===== config.mk =====
export PLATFORM = sky130hd
export DESIGN_NAME = priority_round_robin_task_scheduler
export DESIGN_NICKNAME = d
export VERILOG_FILES = /design/src/rtl/core/prrts_pkg.sv /design/src/rtl/core/priority_round_robin_task_scheduler.sv /design/src/rtl/core/prrts_ram.sv
export SDC_FILE = /design/constraint.sdc
export NUM_CORES = 1
export LEC_CHECK = 0
export ABC_AREA = 0
export BUFFER_PORTS_ARGS = -buffer_cell sky130_fd_sc_hd__buf_4
export CAP_MARGIN = 30
export CELL_PAD_IN_SITES_DETAIL_PLACEMENT = 2
export CELL_PAD_IN_SITES_GLOBAL_PLACEMENT = 2
export CORE_UTILIZATION = 40
export CTS_CLUSTER_SIZE = 28
export DETAILED_ROUTE_END_ITERATION = 10
export HOLD_SLACK_MARGIN = 0.12
export PLACE_DENSITY = 0.74
export SLEW_MARGIN = 10
export SYNTH_ARGS = -nofsm -noshare
export SYNTH_HDL_FRONTEND = slang
export SYNTH_SLANG_ARGS = --single-unit

===== constraint.sdc =====
create_clock -name clock -period 3.9 [get_ports clock]
set_input_delay 0.78 -clock clock [delete_from_list [all_inputs] [get_ports clock]]
set_output_delay 0.78 -clock clock [all_outputs]
set_load 0.01 [all_outputs]

===== src/rtl/core/prrts_pkg.sv =====
package prrts_pkg;

   // Table geometry. The field widths of the ports fix these values.
   localparam int MAX_ENTRIES = 8;
   localparam int IDX_W       = 3;
   localparam int CNT_W       = 4;
   localparam int PRI_W       = 6;
   localparam int TS_W        = 2;

   typedef logic [TS_W-1:0]  task_state_type;
   typedef logic [3:0]       action_type;
   typedef logic [2:0]       status_type;
   typedef logic [IDX_W-1:0] idx_type;
   typedef logic [CNT_W-1:0] cnt_type;
   typedef logic [PRI_W-1:0] pri_type;

   localparam task_state_type TS_READY    = 2'd0;
   localparam task_state_type TS_RUNNING  = 2'd1;
   localparam task_state_type TS_SLEEPING = 2'd2;
   localparam task_state_type TS_DONE     = 2'd3;

   localparam action_type ACT_INIT    = 4'd0;
   localparam action_type ACT_CREATE  = 4'd1;
   localparam action_type ACT_FORK    = 4'd2;
   localparam action_type ACT_SETPRI  = 4'd3;
   localparam action_type ACT_SLEEP   = 4'd4;
   localparam action_type ACT_EXIT    = 4'd5;
   localparam action_type ACT_START   = 4'd6;
   localparam action_type ACT_TICK    = 4'd7;
   localparam action_type ACT_ENABLE  = 4'd8;
   localparam action_type ACT_DISABLE = 4'd9;

   localparam status_type STAT_DONE      = 3'd0;
   localparam status_type STAT_FULL      = 3'd1;
   localparam status_type STAT_NO_CUR    = 3'd2;
   localparam status_type STAT_UNKNOWN   = 3'd3;
   localparam status_type STAT_NO_SWITCH = 3'd4;

   localparam logic signed [6:0] NICE_MIN    = -7'sd20;
   localparam logic signed [6:0] NICE_MAX    = 7'sd19;
   localparam logic signed [6:0] NICE_OFFSET = 7'sd20;

   localparam cnt_type MAX_COUNT = CNT_W'(MAX_ENTRIES);

endpackage


===== src/rtl/core/priority_round_robin_task_scheduler.sv =====
// Priority task scheduler with round-robin tie breaking. The block keeps a table of up to
// eight tasks, each with a state (ready, running, sleeping, done) and a priority from 0 to 39,
// where lower is more urgent, together with the current task, the task count, an enable flag
// and an idle-present flag. Every request transaction carries one action and produces exactly
// one response transaction. The task states and priorities live in two small synchronous RAMs
// with one read and one write port each, and a sequencer walks them. A request is taken only
// while the sequencer is idle, but it may be taken while the previous response still waits on
// the rsp_ side. Simple actions (init, create, fork, set priority, sleep, exit, enable,
// disable) go from the execute step straight to the response step, as does a tick refused
// before any scan. Start and tick scan the table once, one entry per cycle through the RAM
// read port, then pass the scan end and pick steps. A switch away from a current task reads
// and rewrites the old task's state before it marks the new one running; a switch with no
// current task only marks the new one, and a scan that finds nothing goes to the response
// step. Entries never written are never read, so the RAMs need no clearing pass after reset.
module priority_round_robin_task_scheduler
   import prrts_pkg::*;
(
   input  logic       clock,
   input  logic       reset,

   input  logic       req_valid,
   output logic       req_ready,
   input  logic [3:0] req_action,
   input  logic [2:0] req_task_id,
   input  logic signed [6:0] req_nice_value,

   output logic       rsp_valid,
   input  logic       rsp_ready,
   output logic [2:0] rsp_status,
   output logic [2:0] rsp_new_id,
   output logic       rsp_switched,
   output logic       rsp_prev_valid,
   output logic [2:0] rsp_prev_id,
   output logic       rsp_current_valid,
   output logic [2:0] rsp_current_id,
   output logic [3:0] rsp_count_out
);

   // Sequencer codes.
   localparam logic [3:0] S_IDLE     = 4'd0;
   localparam logic [3:0] S_EXEC     = 4'd1;
   localparam logic [3:0] S_SCAN     = 4'd2;
   localparam logic [3:0] S_SCAN_END = 4'd3;
   localparam logic [3:0] S_PICK     = 4'd4;
   localparam logic [3:0] S_PREV_RD  = 4'd5;
   localparam logic [3:0] S_PREV_WR  = 4'd6;
   localparam logic [3:0] S_NEXT_WR  = 4'd7;
   localparam logic [3:0] S_RESP     = 4'd8;

   logic [3:0] state_ff, state_in;

   // Architectural state.
   cnt_type count_ff, count_in;
   idx_type cur_ff, cur_in;
   logic    cur_present_ff, cur_present_in;
   logic    enabled_ff, enabled_in;
   logic    idle_present_ff, idle_present_in;

   // Latched request.
   action_type act_ff, act_in;
   idx_type    tid_ff, tid_in;
   logic signed [6:0] nice_ff, nice_in;

   // Scan bookkeeping.
   idx_type scan_idx_ff, scan_idx_in;
   cnt_type scan_cnt_ff, scan_cnt_in;
   logic    pend_ff, pend_in;
   idx_type pend_idx_ff, pend_idx_in;
   logic    best_found_ff, best_found_in;
   idx_type best_idx_ff, best_idx_in;
   pri_type best_pri_ff, best_pri_in;

   // Result fields held until the response register is free.
   status_type res_status_ff, res_status_in;
   idx_type    res_new_id_ff, res_new_id_in;
   logic       res_switched_ff, res_switched_in;
   logic       res_prev_valid_ff, res_prev_valid_in;
   idx_type    res_prev_id_ff, res_prev_id_in;

   // Response register.
   logic       rsp_valid_ff, rsp_valid_in;
   status_type rsp_status_ff, rsp_status_in;
   idx_type    rsp_new_id_ff, rsp_new_id_in;
   logic       rsp_switched_ff, rsp_switched_in;
   logic       rsp_prev_valid_ff, rsp_prev_valid_in;
   idx_type    rsp_prev_id_ff, rsp_prev_id_in;
   logic       rsp_cur_valid_ff, rsp_cur_valid_in;
   idx_type    rsp_cur_id_ff, rsp_cur_id_in;
   cnt_type    rsp_count_ff, rsp_count_in;

   // Table RAM ports.
   logic           st_we, pr_we;
   idx_type        st_waddr, pr_waddr, rd_addr;
   task_state_type st_wdata, st_rdata;
   pri_type        pr_wdata, pr_rdata;

   // Helpers.
   logic              req_fire;
   logic              rsp_free;
   logic signed [6:0] nice_clamped;
   logic signed [6:0] nice_biased;
   idx_type           scan_next;
   idx_type           start_idx;
   logic              cand_ok;
   idx_type           cand;
   logic              qualifies;

   prrts_ram #(
      .WIDTH(TS_W),
      .DEPTH(MAX_ENTRIES)
   ) u_status_ram (
      .clock  (clock),
      .wr_en  (st_we),
      .wr_addr(st_waddr),
      .wr_data(st_wdata),
      .rd_addr(rd_addr),
      .rd_data(st_rdata)
   );

   prrts_ram #(
      .WIDTH(PRI_W),
      .DEPTH(MAX_ENTRIES)
   ) u_priority_ram (
      .clock  (clock),
      .wr_en  (pr_we),
      .wr_addr(pr_waddr),
      .wr_data(pr_wdata),
      .rd_addr(rd_addr),
      .rd_data(pr_rdata)
   );

   assign req_ready = (state_ff == S_IDLE);
   assign req_fire  = req_valid && req_ready;
   assign rsp_free  = !rsp_valid_ff || rsp_ready;

   // Nice is clamped to -20..19 and then moved to the priority range 0..39.
   always_comb begin
      if (nice_ff < NICE_MIN) begin
         nice_clamped = NICE_MIN;
      end else if (nice_ff > NICE_MAX) begin
         nice_clamped = NICE_MAX;
      end else begin
         nice_clamped = nice_ff;
      end
      nice_biased = nice_clamped + NICE_OFFSET;
   end

   // The scan wraps at the task count, not at the table size.
   assign scan_next = (({1'b0, scan_idx_ff} + 1'b1) < count_ff) ? scan_idx_ff + 1'b1 : '0;
   assign start_idx = (cur_present_ff && (({1'b0, cur_ff} + 1'b1) < count_ff)) ?
                      cur_ff + 1'b1 : '0;

   // The first ready or running entry of strictly lower priority wins, so ties go to the
   // entry met first after the current one.
   assign qualifies = pend_ff && ((st_rdata == TS_READY) || (st_rdata == TS_RUNNING)) &&
                      (!best_found_ff || (pr_rdata < best_pri_ff));

   // Candidate after the scan, falling back to the idle entry.
   always_comb begin
      if (best_found_ff) begin
         cand_ok = 1'b1;
         cand    = best_idx_ff;
      end else begin
         cand_ok = idle_present_ff;
         cand    = '0;
      end
   end

   always_comb begin
      state_in          = state_ff;
      count_in          = count_ff;
      cur_in            = cur_ff;
      cur_present_in    = cur_present_ff;
      enabled_in        = enabled_ff;
      idle_present_in   = idle_present_ff;
      act_in            = act_ff;
      tid_in            = tid_ff;
      nice_in           = nice_ff;
      scan_idx_in       = scan_idx_ff;
      scan_cnt_in       = scan_cnt_ff;
      pend_in           = 1'b0;
      pend_idx_in       = pend_idx_ff;
      best_found_in     = best_found_ff;
      best_idx_in       = best_idx_ff;
      best_pri_in       = best_pri_ff;
      res_status_in     = res_status_ff;
      res_new_id_in     = res_new_id_ff;
      res_switched_in   = res_switched_ff;
      res_prev_valid_in = res_prev_valid_ff;
      res_prev_id_in    = res_prev_id_ff;
      rsp_valid_in      = rsp_valid_ff && !rsp_ready;
      rsp_status_in     = rsp_status_ff;
      rsp_new_id_in     = rsp_new_id_ff;
      rsp_switched_in   = rsp_switched_ff;
      rsp_prev_valid_in = rsp_prev_valid_ff;
      rsp_prev_id_in    = rsp_prev_id_ff;
      rsp_cur_valid_in  = rsp_cur_valid_ff;
      rsp_cur_id_in     = rsp_cur_id_ff;
      rsp_count_in      = rsp_count_ff;
      st_we             = 1'b0;
      st_waddr          = cur_ff;
      st_wdata          = TS_READY;
      pr_we             = 1'b0;
      pr_waddr          = count_ff[IDX_W-1:0];
      pr_wdata          = '0;
      rd_addr           = scan_idx_ff;

      // Comparison of the entry read in the previous cycle.
      if (qualifies) begin
         best_found_in = 1'b1;
         best_idx_in   = pend_idx_ff;
         best_pri_in   = pr_rdata;
      end

      unique case (state_ff)
         S_IDLE: begin
            if (req_fire) begin
               act_in   = req_action;
               tid_in   = req_task_id;
               nice_in  = req_nice_value;
               state_in = S_EXEC;
            end
         end

         S_EXEC: begin
            res_status_in     = STAT_DONE;
            res_new_id_in     = '0;
            res_switched_in   = 1'b0;
            res_prev_valid_in = 1'b0;
            res_prev_id_in    = '0;
            state_in          = S_RESP;
            unique case (act_ff)
               ACT_INIT: begin
                  // The idle entry is written straight as running, but is not made the current task.
                  st_we           = 1'b1;
                  st_waddr        = '0;
                  st_wdata        = TS_RUNNING;
                  pr_we           = 1'b1;
                  pr_waddr        = '0;
                  pr_wdata        = '0;
                  count_in        = CNT_W'(1);
                  cur_in          = '0;
                  cur_present_in  = 1'b0;
                  enabled_in      = 1'b0;
                  idle_present_in = 1'b1;
               end
               ACT_CREATE, ACT_FORK: begin
                  if ((act_ff == ACT_FORK) && !cur_present_ff) begin
                     res_status_in = STAT_NO_CUR;
                  end else if (count_ff >= MAX_COUNT) begin
                     res_status_in = STAT_FULL;
                  end else begin
                     st_we         = 1'b1;
                     st_waddr      = count_ff[IDX_W-1:0];
                     st_wdata      = TS_READY;
                     pr_we         = 1'b1;
                     pr_waddr      = count_ff[IDX_W-1:0];
                     pr_wdata      = '0;
                     res_new_id_in = count_ff[IDX_W-1:0];
                     count_in      = count_ff + 1'b1;
                  end
               end
               ACT_SETPRI: begin
                  if ({1'b0, tid_ff} >= count_ff) begin
                     res_status_in = STAT_UNKNOWN;
                  end else begin
                     pr_we    = 1'b1;
                     pr_waddr = tid_ff;
                     pr_wdata = nice_biased[PRI_W-1:0];
                  end
               end
               ACT_SLEEP, ACT_EXIT: begin
                  if (!cur_present_ff) begin
                     res_status_in = STAT_NO_CUR;
                  end else begin
                     st_we    = 1'b1;
                     st_waddr = cur_ff;
                     st_wdata = (act_ff == ACT_SLEEP) ? TS_SLEEPING : TS_DONE;
                  end
               end
               ACT_START, ACT_TICK: begin
                  best_found_in = 1'b0;
                  if ((act_ff == ACT_TICK) && (!enabled_ff || (count_ff == '0))) begin
                     res_status_in = STAT_NO_SWITCH;
                  end else if (count_ff == '0) begin
                     state_in = S_PICK;
                  end else begin
                     scan_idx_in = start_idx;
                     scan_cnt_in = '0;
                     state_in    = S_SCAN;
                  end
               end
               ACT_ENABLE: begin
                  enabled_in = 1'b1;
               end
               ACT_DISABLE: begin
                  enabled_in = 1'b0;
               end
               default: begin
               end
            endcase
         end

         S_SCAN: begin
            // Issue one read per cycle; its data is compared in the next cycle.
            rd_addr     = scan_idx_ff;
            pend_in     = 1'b1;
            pend_idx_in = scan_idx_ff;
            scan_idx_in = scan_next;
            scan_cnt_in = scan_cnt_ff + 1'b1;
            if ((scan_cnt_ff + 1'b1) == count_ff) begin
               state_in = S_SCAN_END;
            end
         end

         S_SCAN_END: begin
            state_in = S_PICK;
         end

         S_PICK: begin
            best_idx_in = cand;
            if (!cand_ok || (cur_present_ff && (cand == cur_ff))) begin
               res_status_in = STAT_NO_SWITCH;
               state_in      = S_RESP;
            end else if (cur_present_ff) begin
               state_in = S_PREV_RD;
            end else begin
               state_in = S_NEXT_WR;
            end
         end

         S_PREV_RD: begin
            rd_addr  = cur_ff;
            state_in = S_PREV_WR;
         end

         S_PREV_WR: begin
            // Only a running task goes back to ready; sleeping and done tasks keep their state.
            if (st_rdata == TS_RUNNING) begin
               st_we    = 1'b1;
               st_waddr = cur_ff;
               st_wdata = TS_READY;
            end
            state_in = S_NEXT_WR;
         end

         S_NEXT_WR: begin
            st_we             = 1'b1;
            st_waddr          = best_idx_ff;
            st_wdata          = TS_RUNNING;
            res_status_in     = STAT_DONE;
            res_switched_in   = 1'b1;
            res_prev_valid_in = cur_present_ff;
            res_prev_id_in    = cur_present_ff ? cur_ff : '0;
            cur_in            = best_idx_ff;
            cur_present_in    = 1'b1;
            state_in          = S_RESP;
         end

         S_RESP: begin
            if (rsp_free) begin
               rsp_valid_in      = 1'b1;
               rsp_status_in     = res_status_ff;
               rsp_new_id_in     = res_new_id_ff;
               rsp_switched_in   = res_switched_ff;
               rsp_prev_valid_in = res_prev_valid_ff;
               rsp_prev_id_in    = res_prev_id_ff;
               rsp_cur_valid_in  = cur_present_ff;
               rsp_cur_id_in     = cur_present_ff ? cur_ff : '0;
               rsp_count_in      = count_ff;
               state_in          = S_IDLE;
            end
         end

         default: begin
            state_in = S_IDLE;
         end
      endcase
   end

   always_ff @(posedge clock) begin
      if (reset) begin
         state_ff        <= S_IDLE;
         count_ff        <= '0;
         cur_ff          <= '0;
         cur_present_ff  <= 1'b0;
         enabled_ff      <= 1'b0;
         idle_present_ff <= 1'b0;
         pend_ff         <= 1'b0;
         rsp_valid_ff    <= 1'b0;
      end else begin
         state_ff        <= state_in;
         count_ff        <= count_in;
         cur_ff          <= cur_in;
         cur_present_ff  <= cur_present_in;
         enabled_ff      <= enabled_in;
         idle_present_ff <= idle_present_in;
         pend_ff         <= pend_in;
         rsp_valid_ff    <= rsp_valid_in;
      end
   end

   always_ff @(posedge clock) begin
      act_ff            <= act_in;
      tid_ff            <= tid_in;
      nice_ff           <= nice_in;
      scan_idx_ff       <= scan_idx_in;
      scan_cnt_ff       <= scan_cnt_in;
      pend_idx_ff       <= pend_idx_in;
      best_found_ff     <= best_found_in;
      best_idx_ff       <= best_idx_in;
      best_pri_ff       <= best_pri_in;
      res_status_ff     <= res_status_in;
      res_new_id_ff     <= res_new_id_in;
      res_switched_ff   <= res_switched_in;
      res_prev_valid_ff <= res_prev_valid_in;
      res_prev_id_ff    <= res_prev_id_in;
      rsp_status_ff     <= rsp_status_in;
      rsp_new_id_ff     <= rsp_new_id_in;
      rsp_switched_ff   <= rsp_switched_in;
      rsp_prev_valid_ff <= rsp_prev_valid_in;
      rsp_prev_id_ff    <= rsp_prev_id_in;
      rsp_cur_valid_ff  <= rsp_cur_valid_in;
      rsp_cur_id_ff     <= rsp_cur_id_in;
      rsp_count_ff      <= rsp_count_in;
   end

   assign rsp_valid         = rsp_valid_ff;
   assign rsp_status        = rsp_status_ff;
   assign rsp_new_id        = rsp_new_id_ff;
   assign rsp_switched      = rsp_switched_ff;
   assign rsp_prev_valid    = rsp_prev_valid_ff;
   assign rsp_prev_id       = rsp_prev_id_ff;
   assign rsp_current_valid = rsp_cur_valid_ff;
   assign rsp_current_id    = rsp_cur_id_ff;
   assign rsp_count_out     = rsp_count_ff;

   // The task count never exceeds the table size.
   a_count_bound: assert property (@(posedge clock) disable iff (reset)
      count_ff <= MAX_COUNT)
      else $error("task count exceeds table size");

   // A current task always names an entry that exists.
   a_cur_in_table: assert property (@(posedge clock) disable iff (reset)
      cur_present_ff |-> ({1'b0, cur_ff} < count_ff))
      else $error("current task beyond task count");

   // No table write may overlap a scan, or the scan would see stale entries.
   a_no_write_in_scan: assert property (@(posedge clock) disable iff (reset)
      ((state_ff == S_SCAN) || (state_ff == S_SCAN_END)) |-> (!st_we && !pr_we))
      else $error("table write during scan");

   // A new response only appears after the sequencer has delivered it.
   a_rsp_from_resp: assert property (@(posedge clock) disable iff (reset)
      (!$past(rsp_valid_ff) || $past(rsp_ready)) && rsp_valid_ff
         |-> ($past(state_ff) == S_RESP))
      else $error("response produced outside the response step");

   // A switch always reports the new task as current.
   a_switch_sets_cur: assert property (@(posedge clock) disable iff (reset)
      (rsp_valid_ff && rsp_switched_ff) |-> rsp_cur_valid_ff)
      else $error("switch without a current task");

endmodule


===== src/rtl/core/prrts_ram.sv =====
module prrts_ram #(
   parameter int WIDTH = 8,
   parameter int DEPTH = 8
) (
   input  logic                     clock,
   input  logic                     wr_en,
   input  logic [$clog2(DEPTH)-1:0] wr_addr,
   input  logic [WIDTH-1:0]         wr_data,
   input  logic [$clog2(DEPTH)-1:0] rd_addr,
   output logic [WIDTH-1:0]         rd_data
);

   logic [WIDTH-1:0] mem_ff [DEPTH];
   logic [WIDTH-1:0] rd_data_ff;

   always_ff @(posedge clock) begin
      if (wr_en) begin
         mem_ff[wr_addr] <= wr_data;
      end
      rd_data_ff <= mem_ff[rd_addr];
   end

   assign rd_data = rd_data_ff;

endmodule


After elaboration in Yosys (flattened, before gate mapping)
Memories as Yosys holds them, arrays and structs flattened. A register that Yosys moved wholly into a read port is not among the register bits.
Cells that the tools add are included.
- logic and storage cells: 199
- output and inout bits: 21
- flip-flop bits (word level): 80
- input bits: 18
- memories kept: 2
- bits in writable memories: 64
- equal/unequal tests: 30
- bitwise operators: 1
- add/sub/neg operators: 7
- muxes and demuxes: 79
- reduce and logical (&&, ||, !) cells: 43
- order comparisons: 7
- memory list (name ; words ; width ; rd ports ; clocked after Yosys merged registers in ; write ports ; line ; text):
    u_priority_ram.mem_ff ; 8 ; 6 ; 1 ; 1 ; 1 ; prrts_ram.sv:13 ; logic [WIDTH-1:0] mem_ff [DEPTH];
    u_status_ram.mem_ff ; 8 ; 2 ; 1 ; 1 ; 1 ; prrts_ram.sv:13 ;
- operators with widths (operator ; number):
    3-bit 2-to-1 mux ; 18
    4-bit 2-to-1 mux ; 11
    3-bit case mux with 2 select lines ; 6
    4-bit case mux with 9 select lines ; 1
    4-bit by 3-bit equality test with 1-bit output (second input constant) ; 8
    6-bit 2-to-1 mux ; 5
    1-bit 2-to-1 mux ; 20
    4-bit by 2-bit equality test with 1-bit output (second input constant) ; 4
    2-bit inequality test (second input constant) ; 8
    4-bit case mux with 2 select lines ; 2
    4-bit equality test (second input constant) ; 3
    4-bit logical NOT ; 3
    3-bit case mux with 4 select lines ; 1
    2-bit AND reduction ; 6
    2-bit 2-to-1 mux ; 5
    2-bit nonzero test ; 5
    1-bit case mux with 3 select lines ; 3
    3-bit case mux with 3 select lines ; 1
    3-bit by 1-bit adder with 4-bit output (second input constant) ; 2
    4-bit by 1-bit adder with 4-bit output (second input constant) ; 2
    4-bit by 1-bit equality test with 1-bit output (second input constant) ; 2
    1-bit logical AND ; 8
    4-bit < comparator ; 2
    1-bit case mux with 2 select lines ; 4
    21 further kinds ; 37

Logic depth before layout (Yosys ltp)
Gate-level depths: netlist of the first run.
- depth after elaboration: 8
- depth in mapped cells: 8

Cells and area by module
Synthesis of the first run repeated with hierarchy kept, for this count alone.
- cells, all modules: 500
- area total of the unflattened synthesis: 6785.3 um^2
- modules (own cells, without submodules) (module ; times used ; cells each ; area each (um^2) ; seq. area each (um^2)):
    priority_round_robin_task_scheduler ; 1 ; 375 ; 4056.4 ; 2232.1
    prrts_ram at u_priority_ram ; 1 ; 88 ; 2021.9 ; 1561.5
    prrts_ram at u_status_ram ; 1 ; 37 ; 706.9 ; 520.5

Least setup slack after synthesis of the first run
Ideal clock, no wire load.
- kind: register to register
- start point: register count_ff[1]
- end point: memory u_priority_ram.mem_ff[3][0] in the netlist's numbering, enable pin
- required time: 3.550 ns
- path buffers: 1
- cell stages (with the launch flop): 8
- path slack: 1.446 ns
- data arrival time: 2.104 ns
- cell sequence: dfxtp_1 clkbuf_1 inv_1 ha_1 a21oi_1 o21ai_1 mux2_2 nor2_1
- word-level cells in the longest chain between the ends: 7
- elaborated cells between the ends (all ways): 12
- ends and longest elaborated chain (element ; line ; text):
    start: declaration ; priority_round_robin_task_scheduler.sv:53 ; cnt_type count_ff, count_in;
    start signal: assignment ; priority_round_robin_task_scheduler.sv:393 ; count_ff <= count_in;
    4-bit greater-or-equal comparator ; priority_round_robin_task_scheduler.sv:250 ; end else if (count_ff >= MAX_COUNT) begin
    1-bit 2-to-1 mux ; priority_round_robin_task_scheduler.sv:250 ;
    1-bit 2-to-1 mux ; priority_round_robin_task_scheduler.sv:248 ; if ((act_ff == ACT_FORK) && !cur_present_ff) begin
    1-bit case mux with 3 select lines ; priority_round_robin_task_scheduler.sv:232 ; unique case (act_ff)
    1-bit 2-to-1 mux ; priority_round_robin_task_scheduler.sv:215 ; unique case (state_ff)
    1-bit 2-to-1 mux ; prrts_ram.sv:17 ; if (wr_en) begin
    1-bit 2-to-1 mux (not written as such) ; prrts_ram.sv:18 ; mem_ff[wr_addr] <= wr_data;
    end: declaration ; prrts_ram.sv:13 ;
Several ways; a longest one is shown, not always the timed one.

Worst setup path in the final report of the first run
- start point: register state_ff[1]
- end point: memory u_status_ram.mem_ff[2][1] in the netlist's numbering, enable pin
- word-level cells in the longest chain between the ends: 4
- elaborated cells between the ends (all ways): 7
- ends and longest elaborated chain (element ; line ; text):
    start: declaration ; priority_round_robin_task_scheduler.sv:50 ; logic [3:0] state_ff, state_in;
    start signal: assignment ; priority_round_robin_task_scheduler.sv:392 ; state_ff <= state_in;
    4-bit by 3-bit equality test with 1-bit output / 4-bit by 1-bit equality test with 1-bit output (equally long branches) ; priority_round_robin_task_scheduler.sv:215 ;
    1-bit case mux with 3 select lines ; priority_round_robin_task_scheduler.sv:215 ;
    1-bit 2-to-1 mux ; prrts_ram.sv:17 ;
    1-bit 2-to-1 mux (not written as such) ; prrts_ram.sv:18 ;
    end: declaration ; prrts_ram.sv:13 ;
Several ways; a longest one is shown, not always the timed one.

==> results of run 1 <==
## stage by stage
stage	instance area, um2	hold WS [ps]	instances	utilization [%]	setup slack (ps)
CTS	7900	423	793	47.3	714
global placement	7360	406	761	44.1	1040
floorplan	6880	400	520	-	1450
finish	7930	420	795	47.5	730
global route	7930	421	795	47.5	559
detailed placement	7360	409	761	44.1	751
## report_power, final
group | total [uW] | switching, uW | internal [uW]
logic | 164 | 101 | 62.5
clock network | 1530 | 646 | 889
registers | 1820 | 42.7 | 1780
total | 3520 | 790 | 2730
## cell families (layout without fill, tap and decap cells)
group	after synthesis	in the layout	synth area share (%)
simple gates	177	177	13.3
flops	152	152	62.7
compound gates	90	90	8.87
buf+inv	44	99	2.87
mux	26	26	7.26
fa+ha+maj	20	20	3.64
xor+xnor	11	11	1.40
## cells in the mapped netlist, drive strengths merged, types with 2 or more instances
master,instances
edfxtp,127
nand2,52
nor2,38
a21oi,25
dfxtp,25
inv,23
ha,20
o21ai,20
mux4,16
clkbuf,13
nand3,11
nor3,11
nand2b,10
nor2b,10
and2,8
buf,8
nor4,8
o21a,8
and3,7
mux2i,7
xnor2,7
a211oi,5
o22ai,4
xor2,4
a41oi,3
mux2,3
nand3b,3
nand4,3
nor3b,3
o211ai,3
or2,3
a21boi,2
a22oi,2
a32oi,2
nand4b,2
o31a,2
or3,2
or4,2
## final timing paths
| check | start | endpoint | slack, ps | cells past startpoint |
|---|---|---|---|---|
| setup / recovery | state_ff[1] | u_status_ram.mem_ff[2][1] | 730 | 5 |
| hold / removal | u_priority_ram.rd_data[0] | best_pri_ff[0] | 420 | 0 |
| setup reg to reg | state_ff[1] | u_status_ram.mem_ff[2][1] | 730 | 5 |
| hold reg to reg | u_priority_ram.rd_data[0] | best_pri_ff[0] | 420 | 0 |
## registers in the layout, summed over array words and instances (netlist names), 4 cells and up
signal                  cells
rsp_count_out               4
state_ff                    4
u_priority_ram.mem_ff      48
count_ff                    4
best_pri_ff                 6
u_status_ram.mem_ff        16
scan_cnt_ff                 4
nice_ff                     7
u_priority_ram.rd_data      6
act_ff                      4
## routing by layer
metal	vias up	GRT usage, %	part of all wire (%)
met1	2301	30.4	42
met3	19	4.98	5.2
met4	0	8.78	1.8
met2	131	37.1	51
li1	2053	-	-
met5	-	0	0
## layout by cell type (no fill, tap or decap), types with 5 or more instances in the layout
| master | netlist | final |
|---|---|---|
| and3_1 | 7 | 7 |
| ha_1 | 20 | 20 |
| nor3_1 | 10 | 10 |
| nand3_1 | 11 | 11 |
| nand2_1 | 52 | 52 |
| buf_4 | 2 | 42 |
| dfxtp_1 | 25 | 25 |
| mux4_2 | 10 | 10 |
| edfxtp_1 | 127 | 127 |
| xnor2_1 | 7 | 7 |
| nor2_1 | 37 | 37 |
| clkbuf_1 | 13 | 5 |
| nor2b_1 | 10 | 9 |
| clkbuf_16 | 0 | 17 |
| a21oi_1 | 25 | 25 |
| nor4_1 | 8 | 8 |
| mux4_1 | 6 | 6 |
| clkinvlp_4 | 0 | 5 |
| inv_1 | 23 | 23 |
| o21a_1 | 7 | 7 |
| o21ai_0 | 19 | 19 |
| mux2i_1 | 6 | 6 |
| nand2b_1 | 10 | 10 |
| and2_1 | 7 | 7 |
## cell type report
type | instances | share of cell area [%]
sequential | 152 | 54.4
multi-input combinational | 324 | 29.9
clock buffer | 23 | 5.77
timing repair buffer | 44 | 4.38
tap | 220 | 3.47
inverter | 23 | 1.09
clock inverter | 9 | 1.03
## worst max-delay path, stage by stage, from the launching register on
cell and delay, ps:
dfxtp_1 580, or4b_1 700, inv_1 340, a32oi_1 370
o221ai_1 300, nor3_1 520
==> impl_metrics.tcl, run 1 <==
set metrics [dict create \
    status "completed" \
    number_of_optimization_iterations_in_the_first_detailed_route_pass 4 \
    final.min_clock_period_ps 3170 \
    power.static_leakage_uw 0.00294 \
    syn_area_per_cell_um2 13.2 \
    weighted_congestion_at_the_end_of_routability_driven_global_placement 0.839 \
    tritoncts.num_buffers 17 \
    crit_type "reg -> reg" \
    rsz0062_at_grt "false" \
    syn-num-nets 558 \
    timing_worst_slew_pin_value_ps 905 \
    design.final.nets 600 \
    slew_headroom_pct 37.9 \
    post_drt_wl_per_cell_um 24.0 \
    vias_per_cell 5.67 \
    power_density_mw_per_mm2 444 \
    cp_data_arrival_time_ps 3240 \
    ratio_of_cells_with_drive_above_1_in_the_final_layout_pct 16.5 \
    cts_setup_buffers 0 \
    n_antenna_cell 0 \
    vdd_ir_drop_max_uv 323 \
    final.fill_count 1644 \
    max_freq_mhz 315 \
    clock_sink_count 152 \
    drt-total-wl_mm 19.1 \
    synth_cells 520 \
    max-cap-violations 0 \
    die-height_um 133 \
    core_region_area_mm2 0.0167 \
    post_synth_edffs 127 \
    first_global_vias 4822 \
    crit_path_max_fanout 14 \
    overflow 0 \
    setup.worst_path.end_class "flop" \
    flop_and_latch_count_out_of_synthesis 152 \
    multi_input_comb_area_mm2 0.00237 \
    die_x_um 133 \
    grt_usage_pct 23.0 \
    antenna_found_initial 0 \
    setup_viol 0 \
    synth_seq_area_share_pct 62.7 \
    route.detailed.drc 0 \
    clk_root_buffer_cell "clkbuf_16" \
    yosys.cell_types.count 69 \
    fp-row-count 47 \
    cts.path.max_buffers 2 \
    syn-cell-area_mm2 0.00688 \
    h-tree-depth 4 \
    postSynth.topFlopCell "edfxtp_1" \
    synth_area_leaders "edfxtp_1 (55%), dfxtp_1 (7.3%), ha_1 (3.6%)" \
    detailroute.via_count 4504 \
    yosys.area.top_type_share_pct 55.4 \
    worst_skew_pair.late_latency_ps 430 \
    grt_first_pass_wirelength_mm 29.4 \
    report.final.hold_viol_count 0 \
    place.detailed.hpwl_mm 13.7 \
    place.port_buffers 38 \
    die_outline_area_mm2 0.0177 \
    syn2layout_area_growth_pct 15.3 \
    timing.clock.skew_ps 9.22 \
    tritoncts "done" \
    finalCritPeriodShare_pct 81.3 \
    post-synth-top-area-cell "edfxtp_1" \
    cts_resized 0 \
    drt_iter0_markers 330 \
    grt_max_degree 17 \
    cp_data_required_time_ps 3970 \
    num_io_pins 39 \
    synth-async-reset-ratio_pct 0 \
    total_power_consumption_uw 3520 \
    cts_hold_repair.buffers 0 \
    hp-class "reg -> reg" \
    warning_count_from_the_yosys_run 0 \
    totalNegativeSetupSlack_ps 0 \
    register_area_mm2 0.00431 \
    sort_of_element_at_the_start_of_the_critical_path "flop" \
    final-max-slew-violation-count 0 \
    antenna_left 0 \
    start_util_pct 41.2 \
    clk_transition_reported_paths_ps 60 \
]
(Power assumes the default switching activity.)
==> run 2, diff against run 1 <==
--- a/config.mk
+++ b/config.mk
@@ -10,11 +10,11 @@
 export CAP_MARGIN = 30
 export CELL_PAD_IN_SITES_DETAIL_PLACEMENT = 2
 export CELL_PAD_IN_SITES_GLOBAL_PLACEMENT = 2
-export CORE_UTILIZATION = 40
+export CORE_UTILIZATION = 39
 export CTS_CLUSTER_SIZE = 28
 export DETAILED_ROUTE_END_ITERATION = 10
 export HOLD_SLACK_MARGIN = 0.12
-export PLACE_DENSITY = 0.74
+export PLACE_DENSITY = 0.76
 export SLEW_MARGIN = 10
 export SYNTH_ARGS = -nofsm -noshare
 export SYNTH_HDL_FRONTEND = slang
==> constraint.sdc (replaced) <==
create_clock -name clock -period 2.66 [get_ports clock]
set_input_delay 0.532 -clock clock [delete_from_list [all_inputs] [get_ports clock]]
set_output_delay 0.532 -clock clock [all_outputs]
set_load 0.01 [all_outputs]
==> run 2 against run 1 <==
  * The flow now finishes with violations (negative setup slack)
  * Clock power is 63% higher
  * Die area rose by 2.5%
  * Global-route usage up 1.6 points
  * Worst setup slack lost 740 ps
  * Core utilization rose by 0.46 points
  * Cell area rose by 4.2%
  * Clock skew increased by 0.72 ps
  * Worst hold slack got worse by 150 ps
  * Combinational power is 71% higher
  * Critical endpoint is now u_status_ram.mem_ff[4][1]
==> impl_metrics.tcl, run 2 (synthesis results as in run 1) <==
set metrics [dict create \
    crit_type "reg -> reg" \
    crit_end "u_status_ram.mem_ff[4][1]" \
    vias_per_cell 5.67 \
    syn2layout_area_growth_pct 20.2 \
    sort_of_element_at_the_start_of_the_critical_path "flop" \
    grt_usage_pct 24.5 \
    die_outline_area_mm2 0.0182 \
    crit_path_max_fanout 14 \
    power_density_mw_per_mm2 656 \
    status "finished with violations" \
    setup_viol 2 \
    die-height_um 135 \
    num_io_pins 39 \
    fp-row-count 48 \
    worst-r2r-cell-count 6 \
    clk_root_buffer_cell "clkbuf_16" \
    worst_skew_pair.late_latency_ps 430 \
    timing.critical_path.cells "or4b_1 > buf_4 > a211oi_2 > o31a_1 > o221ai_1 > nor3_1" \
    tritoncts "done" \
    antenna_left 0 \
    drt_iter0_markers 238 \
    totalNegativeSetupSlack_ps -16.1 \
    timing.hold.ws_ps 274 \
    regMostFlops "u_priority_ram.mem_ff" \
    fin_cells 834 \
    worstSetupStartpoint "state_ff[3]" \
    gr-max-usage-layer "met2" \
    clk_transition_reported_paths_ps 70 \
    tritoncts.num_buffers 17 \
    setup.reg_to_reg.worst_slack_ps -8 \
    finalCritPeriodShare_pct 100 \
    number_of_optimization_iterations_in_the_first_detailed_route_pass 4 \
    start_util_pct 39.9 \
    drt-total-wl_mm 20.7 \
    place.detailed.hpwl_mm 14.6 \
    violations "negative setup slack" \
    h-tree-depth 4 \
    final_instance_area_mm2 0.00827 \
    timing.clock.skew_ps 9.94 \
    rsz0062_at_grt "true" \
    timing.rr.start "state_ff[3]" \
    grt_first_pass_wirelength_mm 31.8 \
    timing_worst_slew_pin_value_ps 735 \
    die_x_um 135 \
    reg.largest.list "u_priority_ram.mem_ff (48), u_status_ram.mem_ff (16), nice_ff (7)" \
    first_global_vias 5173 \
    place.port_buffers 38 \
    timing.hold.worst.start "req_action[1]" \
    largest_register_ffs 48 \
    timing.final.ws_setup_ps -8.48 \
    weighted_congestion_at_the_end_of_routability_driven_global_placement 0.814 \
    final.fill_count 1646 \
    detailroute.via_count 4729 \
    post_drt_wl_per_cell_um 24.8 \
    met2_usage_pct 41.2 \
    max-cap-violations 0 \
    core_region_area_mm2 0.0172 \
    slew_headroom_pct 50.2 \
    route.detailed.drc 0 \
    clock_sink_count 152 \
    cts.path.max_buffers 2 \
    antenna_found_initial 0 \
    cp_data_arrival_time_ps 2740 \
    groute.layer.met3.usage_pct 5.18 \
    hp-class "in -> reg" \
    report.final.hold_viol_count 0 \
    max_freq_mhz 375 \
    final.min_clock_period_ps 2670 \
    cp_data_required_time_ps 2740 \
    final-max-slew-violation-count 0 \
    overflow 0 \
    worst_r2r_endpoint "u_status_ram.mem_ff[4][1]" \
    power.static_leakage_uw 0.00315 \
    critPathSlowestCell "or4b_1" \
    timing.critical_path.slowest_cell_delay_ps 540 \
    grt_max_degree 20 \
    final_cell_mix "edfxtp_1 (127), buf_4 (77), nand2_1 (52)" \
    place_area_mm2 0.00764 \
    setup.worst_path.end_class "flop" \
    gr-usage-met1_pct 30.6 \
    final_common_cell "edfxtp_1" \
    ratio_of_cells_with_drive_above_1_in_the_final_layout_pct 22.5 \
    cts_hold_repair.buffers 0 \
    n_antenna_cell 0 \
    design.final.nets 634 \
    total_power_consumption_uw 5430 \
    vdd_ir_drop_max_uv 475 \
    placedCellCount 801 \
]
run 2: changes by cell type in the layout (fill, tap and decap cells not counted), moves of 2 or more:
cell / change
inv_6: +4
bufinv_16: +2
nor4_1: -2
buf_4: +35
clkbuf_1: -4
nor4_2: +2
run 2: area by class of cell:
class	count	area, um2	share of cell area [%]
flip-flops and latches	152	4310	52.2
well taps	225	282	3.40
clock inverters	14	173	2.09
inverters	23	86.3	1.04
repair buffers	78	598	7.23
clock buffers	18	429	5.19
multi-input cells	324	2390	28.9
run 2: how the worst min path moves through the flow:
stage	end	slack [ps]	cells after the start
after floorplan	best_pri_ff[0]	400	0
after global placement	rsp_prev_id[0]	400	0
after detailed placement	rsp_prev_id[2]	410	0
after CTS	act_ff[1]	250	1
after global routing	act_ff[1]	260	1
final	act_ff[1]	270	1
run 2: routing by layer:
metal | share of wire, % | vias to the layer above
met1 | 42 | 2436
met3 | 4.2 | 41
met2 | 50 | 133
met5 | 0 | -
met4 | 3.3 | 0
li1 | - | 2119
run 2: power by group:
part / switching (uW) / internal [uW] / total [uW]
Sequential: 46.8 / 2610 / 2660
Combinational: 170 / 109 / 280
Clock: 1010 / 1480 / 2490
run 2: critical path, delay by kind of cell, from the launching register on:
kind,cells,cell delay (ps)
buffers and inverters,1,230
flip-flops,1,370
AND/OR/NAND/NOR,2,1010
AO/OA/AOI/OAI,3,700
run 2: metrics by stage:
step	setup WS [ps]	utilization (%)
2_1_floorplan	206	-
3_3_place_gp	253	44.3
3_5_place_dp	-45.5	44.3
4_1_cts	15.8	47.9
5_1_grt	-30.5	48.0
6_report	-8.48	48.0
run 2: what timing repair did:
action | 4_1_cts | 5_1_grt
setup endpoints to repair | 2 | 42
resized for setup | 1 | 2
pin swaps | 0 | 1
endpoints found under the hold margin | 0 | 0
buffers inserted | 0 | 1
==> run 3, diff against run 2 <==
--- a/config.mk
+++ b/config.mk
@@ -10,11 +10,12 @@
 export CAP_MARGIN = 30
 export CELL_PAD_IN_SITES_DETAIL_PLACEMENT = 2
 export CELL_PAD_IN_SITES_GLOBAL_PLACEMENT = 2
-export CORE_UTILIZATION = 39
+export CORE_UTILIZATION = 40
+export CTS_BUF_LIST = sky130_fd_sc_hd__clkbuf_8
 export CTS_CLUSTER_SIZE = 28
 export DETAILED_ROUTE_END_ITERATION = 10
 export HOLD_SLACK_MARGIN = 0.12
-export PLACE_DENSITY = 0.76
+export PLACE_DENSITY = 0.77
 export SLEW_MARGIN = 10
 export SYNTH_ARGS = -nofsm -noshare
 export SYNTH_HDL_FRONTEND = slang
==> run 3 against run 2 <==
  * The flow now finishes without violations
  * Clock power is 24% lower
  * Final cell count is 0.60% lower
  * Via count is 3.3% higher
  * Die area is 2.5% lower
  * Largest cell class unchanged
  * Non-clock buffer count is 1 lower
  * Sequential power hardly changed
  * Clock skew is 3.2 ps higher
  * Highest routed layer unchanged
  * Total power is 11% lower
  * Sequential share of layout area is 1.1 points higher
==> impl_metrics.tcl, run 3 (synthesis results as in run 1) <==
set metrics [dict create \
    status "completed" \
    timing_worst_slew_pin_value_ps 763 \
    groute.layer.met3.usage_pct 7.91 \
    cts.path.max_buffers 2 \
    place.port_buffers 38 \
    hold_path_depth 1 \
    cp_data_arrival_time_ps 2760 \
    final_common_cell "edfxtp_1" \
    die_x_um 133 \
    setup.reg_to_reg.worst_slack_ps 20 \
    crit_type "reg -> reg" \
    holdPathEnd "act_ff[3]" \
    vdd_ir_drop_max_uv 349 \
    drt_iter0_markers 311 \
    timing.rr.start "state_ff[3]" \
    max_freq_mhz 379 \
    place.detailed.hpwl_mm 14.9 \
    clk_root_buffer_cell "clkbuf_8" \
    worst-r2r-cell-count 5 \
    timing.hold.worst.start "req_action[3]" \
    grt_usage_pct 25.8 \
    setup_viol 0 \
    h-tree-depth 4 \
    weighted_congestion_at_the_end_of_routability_driven_global_placement 0.827 \
    finalCritPeriodShare_pct 99.2 \
    worst_r2r_endpoint "u_status_ram.mem_ff[6][0]" \
    timing.final.ws_setup_ps 22.4 \
    die-height_um 133 \
    tritoncts "done" \
    syn2layout_area_growth_pct 17.7 \
    gr-usage-met1_pct 30.4 \
    grt_first_pass_wirelength_mm 32.7 \
    clk_transition_reported_paths_ps 90 \
    reg.largest.list "u_priority_ram.mem_ff (48), u_status_ram.mem_ff (16), nice_ff (7)" \
    number_of_optimization_iterations_in_the_first_detailed_route_pass 4 \
    final.min_clock_period_ps 2640 \
    final_cell_mix "edfxtp_1 (127), buf_4 (76), nand2_1 (52)" \
    num_io_pins 39 \
    ratio_of_cells_with_drive_above_1_in_the_final_layout_pct 23.4 \
    regMostFlops "u_priority_ram.mem_ff" \
    timing.clock.skew_ps 13.1 \
    route.detailed.drc 0 \
    vias_per_cell 5.89 \
    clock_sink_count 152 \
    power.static_leakage_uw 0.00307 \
    slew_headroom_pct 49.0 \
    dp_slack_ps -25.6 \
    antenna_found_initial 1 \
    final-max-slew-violation-count 0 \
    report.final.hold_viol_count 0 \
    first_global_vias 5346 \
    core_region_area_mm2 0.0167 \
    cts_hold_repair.buffers 0 \
    largest_register_ffs 48 \
    max-cap-violations 0 \
    overflow 0 \
    gr-max-usage-layer "met2" \
    cp_data_required_time_ps 2780 \
    drt-total-wl_mm 21.6 \
    power_density_mw_per_mm2 598 \
    tritoncts.num_buffers 17 \
    antenna_left 0 \
    design.final.nets 633 \
    grt_max_degree 17 \
    hp-class "in -> reg" \
    start_util_pct 41.2 \
    post_drt_wl_per_cell_um 26.1 \
    die_outline_area_mm2 0.0177 \
    met2_usage_pct 43.7 \
    worst_skew_pair.late_latency_ps 480 \
    total_power_consumption_uw 4850 \
    detailroute.via_count 4884 \
    fp-row-count 47 \
    setup.worst_path.end_class "flop" \
    sort_of_element_at_the_start_of_the_critical_path "flop" \
    crit_path_max_fanout 6 \
]
==> run 3: how the worst max path moves through the flow <==
stage                startpoint                     endpoint  slack [ps]  cells past startpoint
global placement    count_ff[2]  u_priority_ram.mem_ff[2][1]         240                      7
global route        state_ff[3]    u_status_ram.mem_ff[6][1]         -60                      5
CTS                 state_ff[3]    u_status_ram.mem_ff[6][1]           9                      5
floorplan           count_ff[1]  u_priority_ram.mem_ff[3][0]         210                      7
finish              state_ff[3]    u_status_ram.mem_ff[6][0]          20                      5
detailed placement  state_ff[3]    u_status_ram.mem_ff[3][0]         -30                      5
==> run 3: where the power goes <==
group	leakage [uW]	total (uW)	switching (uW)	internal, uW
sequential	0.00145	2660	48.3	2610
clock	0.000202	1900	944	957
combinational	0.00142	290	177	112
total	0.00307	4850	1170	3680
==> run 3: timing repair <==
| action | CTS | global route |
|---|---|---|
| endpoints found under the hold margin | 0 | 0 |
| setup endpoints to repair | 12 | 40 |
| pin swaps | 0 | 1 |
| cloned | 0 | 0 |
| gates resized for setup | 4 | 4 |
| setup buffers | 0 | 1 |
==> run 3: layout make-up <==
type                            instances  area (um2)
Sequential cell                       152        4320
Inverter                               23        86.3
Antenna cell                            1        2.50
Multi-Input combinational cell        324        2410
Clock inverter                         14         174
Timing Repair Buffer                   77         591
Fill cell                            1669        8600
Clock buffer                           18         248
Tap cell                              220         275
==> run 3: metal layers <==
layer / wire length (um) / vias up
li1: - / 2110
met1: 8670 / 2492
met2: 10800 / 216
met3: 1270 / 66
met4: 865 / 0
met5: 0 / -
==> run 3: critical path: stages (launching register included) <==
cell      delay (ps)
dfxtp_1          390
or4b_4           660
a211oi_2         250
o31a_1           230
o221ai_1         250
nor3_1           510
==> run 3: per-stage QoR <==
stage / instance area, um2 / instances / hold slack, ps / utilization (%) / TNS [ps]
after CTS: 8070 / 827 / 203 / 48.3 / 0
after global routing: 8100 / 828 / 196 / 48.5 / -121
after floorplan: 6880 / 520 / 400 / - / 0
after global placement: 7630 / 795 / 403 / 45.7 / 0
after detailed placement: 7630 / 795 / 406 / 45.7 / -51.1
final: 8100 / 829 / 229 / 48.5 / 0
